File: config.mk
export PLATFORM = sky130hd
export DESIGN_NAME = piecewise_linear_table_lookup_unit
export DESIGN_NICKNAME = d
export VERILOG_FILES = /design/src/rtl/core/pwlt_pkg.sv /design/src/rtl/core/piecewise_linear_table_lookup_unit.sv
export SDC_FILE = /design/constraint.sdc
export NUM_CORES = 2
export LEC_CHECK = 0
export BUFFER_PORTS_ARGS = -buffer_cell sky130_fd_sc_hd__buf_2
export CAP_MARGIN = 20
export CORE_MARGIN = 3
export CORE_UTILIZATION = 60
export DETAILED_ROUTE_END_ITERATION = 10
export PLACE_DENSITY = 0.88
export SYNTH_ARGS = -nofsm -noshare
export SYNTH_HDL_FRONTEND = slang
export SYNTH_SLANG_ARGS = --single-unit
File: constraint.sdc
create_clock -name clk -period 15.1 [get_ports clk]
set_clock_uncertainty 0.15 [all_clocks]
set_input_delay 1.51 -clock clk [delete_from_list [all_inputs] [get_ports clk]]
set_output_delay 1.51 -clock clk [all_outputs]
set_load 0.005 [all_outputs]
File: src/rtl/core/pwlt_pkg.sv
// ----------------------------------------------------------------------------
// Piecewise linear table lookup package
// Table sizes, fixed-point format constants and command codes shared by the
// lookup unit.
// ----------------------------------------------------------------------------
`default_nettype none

package pwlt_pkg;

	localparam int TABLE_DEPTH = 16;
	localparam int IDX_W       = $clog2(TABLE_DEPTH);
	localparam int CNT_W       = $clog2(TABLE_DEPTH + 1);
	localparam int FRAC_BITS   = 30;

	// Command codes carried on func.
	localparam logic [1:0] FUNC_WR_BP  = 2'd0;
	localparam logic [1:0] FUNC_WR_LVL = 2'd1;
	localparam logic [1:0] FUNC_QUERY  = 2'd2;

	// Configuration register indexes.
	localparam logic REG_MODE  = 1'b0;
	localparam logic REG_COUNT = 1'b1;

endpackage

`default_nettype wire

File: src/rtl/core/piecewise_linear_table_lookup_unit.sv
// ----------------------------------------------------------------------------
// Piecewise linear table lookup unit
// Holds a breakpoint table and a level table and answers return period
// queries by stepwise or linear interpolation with a shared divider and
// multiplier under a small sequencer.
// ----------------------------------------------------------------------------
// Usage: a request is taken when start is high and busy is low. Table writes
// (func 0 and 1) complete in that same cycle and give no result. A query
// (func 2) gives one result on level_out / level_out_valid, marked by a
// one-cycle strobe; the receiver cannot stall it.
// A query with a missing period or missing first level answers in the cycle
// after the request, without going busy. Otherwise the block searches the
// breakpoint table one entry per cycle, then in interpolate mode runs a
// restoring divider for a 31-bit quotient, two multiplier passes and a
// rounding step. Step mode, a zero gap and a period above the last
// breakpoint answer right after the search. busy stays high until the
// result is shown; the next request can be taken in the cycle the strobe
// is high.
// Reset clears the sequencer, the cell valid flag and the configuration
// registers (interpolate mode on, sixteen entries). Table contents are not
// cleared; they are undefined until written.
// Configuration goes through the APB port at byte addresses 0 and 4.
// ----------------------------------------------------------------------------
`default_nettype none

module piecewise_linear_table_lookup_unit (
	input  wire                clk,
	input  wire                arst_n,
	input  wire                start,
	output logic               busy,
	input  wire  [1:0]         func,
	input  wire  [3:0]         entry_index,
	input  wire  signed [31:0] sample_value,
	input  wire                sample_valid,
	output logic signed [31:0] level_out,
	output logic               level_out_valid,
	output logic               strobe,
	input  wire                psel,
	input  wire                penable,
	input  wire                pwrite,
	input  wire  [2:0]         paddr,
	input  wire  [31:0]        pwdata,
	output logic [31:0]        prdata,
	output logic               pready
);
	import pwlt_pkg::*;

	localparam logic [2:0] S_IDLE   = 3'd0;
	localparam logic [2:0] S_SEARCH = 3'd1;
	localparam logic [2:0] S_DIV    = 3'd2;
	localparam logic [2:0] S_MUL_LO = 3'd3;
	localparam logic [2:0] S_MUL_HI = 3'd4;
	localparam logic [2:0] S_ROUND  = 3'd5;

	localparam logic signed [63:0] ROUND_HALF = 64'sd1 <<< (FRAC_BITS - 1);

	// Configuration
	logic             mode_q;
	logic [4:0]       count_q;
	logic             cfg_wr;

	// Tables
	logic [31:0]        bp_mem [TABLE_DEPTH];
	logic signed [31:0] lv_mem [TABLE_DEPTH];
	logic [IDX_W-1:0]   wr_addr;
	logic               wr_in_range;
	logic [IDX_W-1:0]   rd_addr;
	logic [31:0]        bp_rd_q;
	logic signed [31:0] lv_rd_q;

	// Sequencer
	logic [2:0]         state_q;
	logic               accept;
	logic               cell_valid_q;
	logic [31:0]        p_q;
	logic [CNT_W-1:0]   n_q;
	logic [CNT_W-1:0]   n_clamped;
	logic [CNT_W-1:0]   k_q;
	logic               rd_ok_q;
	logic [31:0]        bp_prev_q;
	logic signed [31:0] lv_prev_q;
	logic               hit;
	logic [31:0]        gap;

	// Shared divider and multiplier
	logic [32:0]        rem_q;
	logic [31:0]        den_q;
	logic [30:0]        quo_q;
	logic [4:0]         div_cnt_q;
	logic               div_ge;
	logic [32:0]        div_sub;
	logic [32:0]        div_next;
	logic signed [32:0] diff_q;
	logic signed [31:0] lo_q;
	logic signed [16:0] mul_b;
	logic signed [49:0] mul_p;
	logic signed [63:0] acc_q;
	logic signed [63:0] rnd_sum;
	logic signed [63:0] rnd_shift;
	logic signed [31:0] level_rnd;

	// Outputs
	logic signed [31:0] level_out_q;
	logic               level_out_valid_q;
	logic               strobe_q;

	// ------------------------------------------------------------------
	// Configuration port
	// ------------------------------------------------------------------
	assign pready = 1'b1;
	assign cfg_wr = psel && penable && pwrite && pready;

	always_ff @(posedge clk or negedge arst_n) begin
		if (!arst_n) begin
			mode_q  <= 1'b1;
			count_q <= 5'd16;
		end else if (cfg_wr) begin
			case (paddr[2])
				REG_MODE:  mode_q  <= pwdata[0];
				REG_COUNT: count_q <= pwdata[4:0];
				default: ;
			endcase
		end
	end

	always_comb begin
		case (paddr[2])
			REG_MODE:  prdata = {31'd0, mode_q};
			REG_COUNT: prdata = {27'd0, count_q};
			default:   prdata = 32'd0;
		endcase
	end

	// ------------------------------------------------------------------
	// Table memories
	// ------------------------------------------------------------------
	assign busy        = (state_q != S_IDLE);
	assign accept      = start && !busy;
	assign wr_addr     = IDX_W'(entry_index);
	assign wr_in_range = (32'(entry_index) < 32'(TABLE_DEPTH));
	assign rd_addr     = k_q[IDX_W-1:0];

	always_ff @(posedge clk) begin
		if (accept && wr_in_range && func == FUNC_WR_BP) begin
			bp_mem[wr_addr] <= $unsigned(sample_value);
		end
		if (accept && wr_in_range && func == FUNC_WR_LVL) begin
			lv_mem[wr_addr] <= sample_value;
		end
		bp_rd_q <= bp_mem[rd_addr];
		lv_rd_q <= lv_mem[rd_addr];
	end

	// A count of zero is taken as one, and any count above the depth as the depth.
	always_comb begin
		if (count_q == 5'd0) begin
			n_clamped = CNT_W'(1);
		end else if (32'(count_q) > 32'(TABLE_DEPTH)) begin
			n_clamped = CNT_W'(TABLE_DEPTH);
		end else begin
			n_clamped = CNT_W'(count_q);
		end
	end

	// ------------------------------------------------------------------
	// Datapath helpers
	// ------------------------------------------------------------------
	assign hit = (p_q <= bp_rd_q);
	assign gap = bp_rd_q - bp_prev_q;

	assign div_sub  = rem_q - {1'b0, den_q};
	assign div_ge   = (rem_q >= {1'b0, den_q});
	assign div_next = div_ge ? div_sub : rem_q;

	assign mul_b = (state_q == S_MUL_LO) ? $signed({1'b0, quo_q[15:0]})
	                                     : $signed({2'b00, quo_q[30:16]});
	assign mul_p = diff_q * mul_b;

	assign rnd_sum   = acc_q + ROUND_HALF;
	assign rnd_shift = rnd_sum >>> FRAC_BITS;
	assign level_rnd = lo_q + $signed(rnd_shift[31:0]);

	// ------------------------------------------------------------------
	// Sequencer
	// ------------------------------------------------------------------
	always_ff @(posedge clk or negedge arst_n) begin
		if (!arst_n) begin
			state_q      <= S_IDLE;
			cell_valid_q <= 1'b0;
			strobe_q     <= 1'b0;
			rd_ok_q      <= 1'b0;
			k_q          <= '0;
			div_cnt_q    <= '0;
		end else begin
			strobe_q <= 1'b0;
			case (state_q)
				S_IDLE: begin
					if (accept) begin
						case (func)
							FUNC_WR_LVL: begin
								if (wr_in_range && entry_index == 4'd0) begin
									cell_valid_q <= sample_valid;
								end
							end
							FUNC_QUERY: begin
								if (!sample_valid || !cell_valid_q) begin
									level_out_q       <= '0;
									level_out_valid_q <= 1'b0;
									strobe_q          <= 1'b1;
								end else begin
									state_q <= S_SEARCH;
								end
							end
							default: ;
						endcase
					end
					p_q       <= $unsigned(sample_value);
					n_q       <= n_clamped;
					k_q       <= '0;
					rd_ok_q   <= 1'b0;
					bp_prev_q <= '0;
					lv_prev_q <= '0;
				end

				// bp_rd_q and lv_rd_q hold entry k_q - 1 once rd_ok_q is set.
				S_SEARCH: begin
					k_q     <= k_q + CNT_W'(1);
					rd_ok_q <= 1'b1;
					if (rd_ok_q) begin
						if (hit) begin
							if (!mode_q) begin
								level_out_q       <= lv_prev_q;
								level_out_valid_q <= 1'b1;
								strobe_q          <= 1'b1;
								state_q           <= S_IDLE;
							end else if (gap == 32'd0) begin
								level_out_q       <= lv_rd_q;
								level_out_valid_q <= 1'b1;
								strobe_q          <= 1'b1;
								state_q           <= S_IDLE;
							end else begin
								rem_q     <= {1'b0, p_q - bp_prev_q};
								den_q     <= gap;
								diff_q    <= 33'(lv_rd_q) - 33'(lv_prev_q);
								lo_q      <= lv_prev_q;
								div_cnt_q <= 5'(FRAC_BITS);
								state_q   <= S_DIV;
							end
						end else begin
							bp_prev_q <= bp_rd_q;
							lv_prev_q <= lv_rd_q;
							// No breakpoint at or above the period: hold the last level.
							if (k_q == n_q) begin
								level_out_q       <= lv_rd_q;
								level_out_valid_q <= 1'b1;
								strobe_q          <= 1'b1;
								state_q           <= S_IDLE;
							end
						end
					end
				end

				// Restoring division, one quotient bit per cycle, MSB first.
				S_DIV: begin
					rem_q     <= {div_next[31:0], 1'b0};
					quo_q     <= {quo_q[29:0], div_ge};
					div_cnt_q <= div_cnt_q - 5'd1;
					if (div_cnt_q == 5'd0) begin
						state_q <= S_MUL_LO;
					end
				end

				S_MUL_LO: begin
					acc_q   <= 64'(mul_p);
					state_q <= S_MUL_HI;
				end

				S_MUL_HI: begin
					acc_q   <= acc_q + (64'(mul_p) <<< 16);
					state_q <= S_ROUND;
				end

				S_ROUND: begin
					level_out_q       <= level_rnd;
					level_out_valid_q <= 1'b1;
					strobe_q          <= 1'b1;
					state_q           <= S_IDLE;
				end

				default: begin
					state_q <= S_IDLE;
				end
			endcase
		end
	end

	assign level_out       = level_out_q;
	assign level_out_valid = level_out_valid_q;
	assign strobe          = strobe_q;

	// ------------------------------------------------------------------
	// Assertions
	// ------------------------------------------------------------------
	a_strobe_idle: assert property (@(posedge clk) disable iff (!arst_n)
		strobe |-> !busy)
		else $error("result strobe while a request is still in progress");

	a_search_bound: assert property (@(posedge clk) disable iff (!arst_n)
		(state_q == S_SEARCH) |-> (k_q <= n_q))
		else $error("breakpoint search ran past the entries in use");

	a_query_busy: assert property (@(posedge clk) disable iff (!arst_n)
		(accept && func == FUNC_QUERY && sample_valid && cell_valid_q) |=> busy)
		else $error("valid query did not start the sequencer");

	a_div_done: assert property (@(posedge clk) disable iff (!arst_n)
		(state_q == S_DIV && div_cnt_q == 5'd0) |=> (state_q == S_MUL_LO))
		else $error("divider did not hand over to the multiplier");

endmodule

`default_nettype wire

==> Word-level counts from Yosys, hierarchy flattened <==
Memories as Yosys holds them, arrays and structs flattened. A register that Yosys moved wholly into a read port is not among the register bits.
Cells that the tools add are included.
{ "word_totals": {"reg_bits": 381, "latch_bits": 0, "ram_bits": 1024, "mem_bits_ro": 0, "inputBits": 80, "output_inout_bits": 68, "elab_cells": 155, "memories": 2} }
{ "mem_list": {"columns": ["name", "words", "width", "read_ports", "rd_ports_with_merged_regs", "write_ports", "line_no", "source"], "rows": [
  ["bp_mem", 16, 32, 1, 1, 1, "piecewise_linear_table_lookup_unit.sv:63", "logic [31:0] bp_mem [TABLE_DEPTH];"],
  ["lv_mem", 16, 32, 1, 1, 1, "piecewise_linear_table_lookup_unit.sv:64", "logic signed [31:0] lv_mem [TABLE_DEPTH];"]
]} }
{ "op_classes": {"add_sub_neg": 9, "mul": 1, "n_div": 0, "n_lt_le_gt_ge": 3, "eq_ne": 20, "shift": 0, "muxes": 64, "n_bitwise": 2, "reduce_logical": 33} }
{ "op_table": {"columns": ["op", "count"], "rows": [
  ["$mux W32", 13],
  ["$pmux W32 S2", 3],
  ["$mux W33", 4],
  ["$pmux W64 S2", 1],
  ["$pmux W32 S3", 1],
  ["$sub A32 B32 Y32", 3],
  ["$pmux W33 S2", 1],
  ["$add A64 B64 Y64", 1],
  ["$add A62 B31 Y62 const B", 1],
  ["$mul A33 B17 Y50", 1],
  ["$ge A33 B32 Y1", 1],
  ["$sub A32 B32 Y33", 1],
  ["$add A32 B32 Y32", 1],
  ["$le A32 B32 Y1", 1],
  ["$logic_not A32 Y1", 1],
  ["$mux W5", 5],
  ["$mux W3", 7],
  ["$mux W1", 20],
  ["$pmux W5 S2", 2],
  ["$ne A2 B2 Y1 const B", 9],
  ["$reduce_and A6 Y1", 3],
  ["$mux W16", 1],
  ["$pmux W3 S5", 1],
  ["$logic_not A5 Y1", 2],
  ["29 further kinds", 48]
]} }

==> Logic depth before layout (Yosys ltp) <==
{ "logic_depth": {"word_depth": 7, "ltp_mapped": 41, "mapped_depth_nobuf": 37} }

==> Least setup slack after synthesis <==
Ideal clock, no wire load.
{ "synth_timing": {"kind": "register to register", "from": "register state_q[2]", "to": "register acc_q[60] (data pin)", "arrival_time_ns": 9.249, "required_time_ns": 14.694, "path_slack_ns": 5.445, "stages_incl_launch_ff": 38, "period_less_slack_ns": 9.655, "path_cell_list": "dfrtp_1 clkbuf_1 nand3b_1 clkbuf_1 mux2_2 clkbuf_1 nand2_1 fa_1 fa_1 fa_1 fa_1 inv_1 fa_1 inv_1 fa_1 inv_1 ha_1 and4_1 [... 2 more ...] a31o_2 a21boi_0 o21ai_0 a21boi_0 o21ai_0 a211oi_1 o21a_1 nor2_1 ha_1 a21o_1 a21o_1 nor3_1 o211ai_1 a41oi_1 o21ai_1 nor4bb_1 or3_1 a31o_2"} }
{ "synth_between": {"elab_chain_cells": 5, "word_cells_on_any_way": 6, "cone_classes": "add/sub: 1; mul: 1; eq/ne: 2; mux: 2"} }
{ "synth_rtl": {"columns": ["item", "line_no", "source"], "rows": [
  ["start: declaration", "piecewise_linear_table_lookup_unit.sv:72", "logic [2:0] state_q;"],
  ["start signal: assignment", "piecewise_linear_table_lookup_unit.sv:188", "state_q <= S_IDLE;"],
  ["start signal: assignment", "piecewise_linear_table_lookup_unit.sv:211", "state_q <= S_SEARCH;"],
  ["start signal: assignment", "piecewise_linear_table_lookup_unit.sv:235", "state_q <= S_IDLE;"],
  ["$eq A3 B2 Y1", "piecewise_linear_table_lookup_unit.sv:175, piecewise_linear_table_lookup_unit.sv:196", null],
  ["$mux W16", "piecewise_linear_table_lookup_unit.sv:175", "assign mul_b = (state_q == S_MUL_LO) ? $signed({1'b0, quo_q[15:0]})"],
  ["$mul A33 B17 Y50", "piecewise_linear_table_lookup_unit.sv:177", "assign mul_p = diff_q * mul_b;"],
  ["$add A64 B64 Y64", "piecewise_linear_table_lookup_unit.sv:279", "acc_q <= acc_q + (64'(mul_p) <<< 16);"],
  ["$pmux W64 S2 (*)", "piecewise_linear_table_lookup_unit.sv:196", "case (state_q)"],
  ["end signal: assignment", "piecewise_linear_table_lookup_unit.sv:274", "acc_q <= 64'(mul_p);"],
  ["end signal: assignment", "piecewise_linear_table_lookup_unit.sv:279", null],
  ["end: declaration", "piecewise_linear_table_lookup_unit.sv:97", "logic signed [63:0] acc_q;"]
]} }
Mark *: on every way between the ends. The rest lies on a longest branch, timed or not.
A chain may end at the register's enable or synchronous reset.

==> Final worst setup path <==
Ends and elaborated chain as after synthesis.

==> impl_metrics.csv <==
group,metric,value,unit
synth,synth.area.top_cells,"edfxtp_1 49%, fa_1 12%, mux4_2 8.6%",
finish,nNetsFinal,7325,
synth,synthTopCellsByCount,"1365 x edfxtp_1, 825 x inv_1, 537 x nand2_1, 509 x fa_1, 360 x ha_1",
setup_path,reg2reg_to,"acc_q[60]",
synth,synth.yosys.seq_area_share,50.9,%
setup_path,crit_path_start,"state_q[2]",
synth,asyncSetResetFlopFracSynth,1.52,%
routing,dr.pass1.iters,6,
sta,setup_tns,0,ns
sta,hold_viol_final,0,
synth,syn-instance-count,6301,
setup_path,r2r-start,"state_q[2]",
routing,first_iter_violations,6833,
setup_path,max_stage_delay,1.01,ns
routing,totalWireLength,237000,um
job,cap_violations,0,
sta,min_period,11.29,ns
global_routing,gr-total-overflow,0,
sta,rsz0062_at_grt,"false",
synth,synth.distinct_cells,87,
sta,setup_viol,0,
floorplan,die_w,381,um
clock_tree,cts_root_buf,"clkbuf_16",
routing,vias_per_cell,6.51,
routing,drtAntennaViolNets,0,
synth,synthFlopType,"edfxtp_1",
synth,synth_seq_cells,1451,
synth,synth_top_cell_by_area,"edfxtp_1",
floorplan,start_util,60.9,%
clock_tree,cts_resized,0,
finish,area_growth,8.84,%
clock_tree,holdBufCountCts,0,
setup_path,arrival,11.67,ns
setup_path,critPathMaxFanout,33,
setup_path,crit_path_start_kind,"flop",
setup_path,rrSetupSlack,3.81,ns
synth,yosysTopAreaCellShare,48.7,%
floorplan,num_io_pins,148,
clock_tree,path_clk_slew,0.06,ns
finish,drive_above_1_share,12.6,%
setup_path,end_kind,"flop",
sta,tightest_slew,1.19,ns
sta,min_period_over_period,74.8,%
finish,nFillCells,8892,
global_routing,grt_max_degree,74,
routing,wire_per_inst,28.4,um
global_routing,grt_usage,32.9,%
floorplan,die_h,381,um
synth,ys_warn_count,0,
global_routing,antenna_found_initial,21,
sta,max_freq,88.5,MHz
setup_path,crit_path_end,"acc_q[60]",
sta,relSlewSlack,20.7,%
clock_tree,cts_tree,"done",
setup_path,critical_path.slowest_cell,"mux2_2",
sta,maxSlewViolCount,0,
clock_tree,clock-sinks,1451,
synth,synth.most_common_cell,"edfxtp_1",
placement,gp_congestion,0.933,
global_routing,grt_pass1_vias,55600,
synth,netlist_area,84200,um2
floorplan,rows,136,
setup_path,reg2reg_depth,34,
finish,design_area,91600,um2
setup_path,cp_common_cell,"fa_1",
clock_tree,cts_buffer_depth,3,
worst_hold_path,worstHoldPathType,"reg -> reg",
floorplan,dieArea,145000,um2
placement,port_buffers,90,
clock_tree,clk_latency,0.81,ns
synth,synth_edf_count,1365,
routing,vias,54500,
placement,post_dp_cell_area,86800,um2
worst_hold_path,min_from,"quo_q[16]",
clock_tree,cts_made_buffers,144,
routing,route.detailed.drc,0,
placement,place_hpwl,149000,um
setup_path,worstSetupPathType,"reg -> reg",
floorplan,core,138000,um2
status,run_status,"finished, final reports clean",
clock_tree,cts_setup_buffers,0,
synth,avgSynthCellArea,13.4,um2
global_routing,grt_pass1_wl,355000,um
clock_tree,h-tree-depth,4,
setup_path,required,15.47,ns
## flip-flops by register name, summed over array words and instances (netlist names), 33 cells and up
| signal | flops |
|---|---|
| rem_q | 33 |
| acc_q | 46 |
| lv_mem | 512 |
| diff_q | 33 |
| bp_mem | 512 |
## critical path, delay by kind of cell (launching register included)
kind            cells  cell delay, ns
simple gates        7            1.81
compound gates     14            3.03
xor+xnor            1            0.50
flops               1            0.50
fa+ha+maj           8            3.79
mux                 1            1.01
buf+inv             3            0.17
## cells by family (layout without fill, tap and decap cells)
logic type | count (synthesis) | in the layout | share of synthesized area [%]
xor gates and xnor gates | 252 | 252 | 2.64
adders and majority gates | 869 | 869 | 17.5
buffers and inverters | 1082 | 1252 | 4.96
and+or+nand+nor | 1414 | 1414 | 8.07
AOI/OAI and AO/OA | 824 | 824 | 6.34
other | 2 | 42 | 0.00892
muxes | 407 | 407 | 9.67
DFF | 1451 | 1451 | 50.9
## metal layers
| metal | vias up | track usage [%] | share of wire [%] |
|---|---|---|---|
| li1 | 22500 | - | - |
| met1 | 27200 | 41.3 | 34 |
| met2 | 3971 | 54.2 | 49 |
| met3 | 858 | 7.16 | 11 |
| met4 | 14 | 17.0 | 6.2 |
| met5 | - | 0 | 0.043 |
## placed cells by master (no fill, tap or decap), drive strengths merged, types with 93 or more instances in the layout
cell type  Yosys  routed
a21oi        235     235
nand2        537     537
fa           509     509
and2         227     227
o21ai        161     161
xnor2        158     158
a21o         147     147
clkbuf       196     188
ha           360     360
buf           60     159
edfxtp      1365    1365
inv          826     831
mux4         320     320
xor2          93      93
nor2         261     261
## per-stage QoR
step	instances	hold slack [ns]	util, %	setup WS (ns)
after floorplan	6327	0.270	-	5.45
after global placement	8089	0.275	62.7	4.06
after detailed placement	8089	0.282	62.7	4.00
after CTS	8356	0.296	66.2	3.93
after global routing	8364	0.308	66.2	3.22
final	8374	0.297	66.2	3.81
## worst min-delay path by stage
| stage | end | cells past startpoint | slack (ns) |
|---|---|---|---|
| floorplan | quo_q[17] | 0 | 0.27 |
| global placement | quo_q[22] | 0 | 0.28 |
| detailed placement | quo_q[7] | 0 | 0.28 |
| CTS | quo_q[7] | 0 | 0.30 |
| global route | quo_q[7] | 0 | 0.31 |
| finish | quo_q[17] | 0 | 0.30 |
## final cells by class
type                    count  area [um2]  area share (%)
diodes                     14        35.0          0.0382
clock buffers             188        3890            4.25
clock inverters            79         843           0.920
inverters                 826        3100            3.38
multi-input cells        3794       37600            41.0
flip-flops and latches   1451       42800            46.7
well taps                1863        2330            2.54
repair buffers            159        1030            1.12
Power is not shown: default switching activity piles up to over one toggle a cycle in this logic, so the estimate is an artifact.
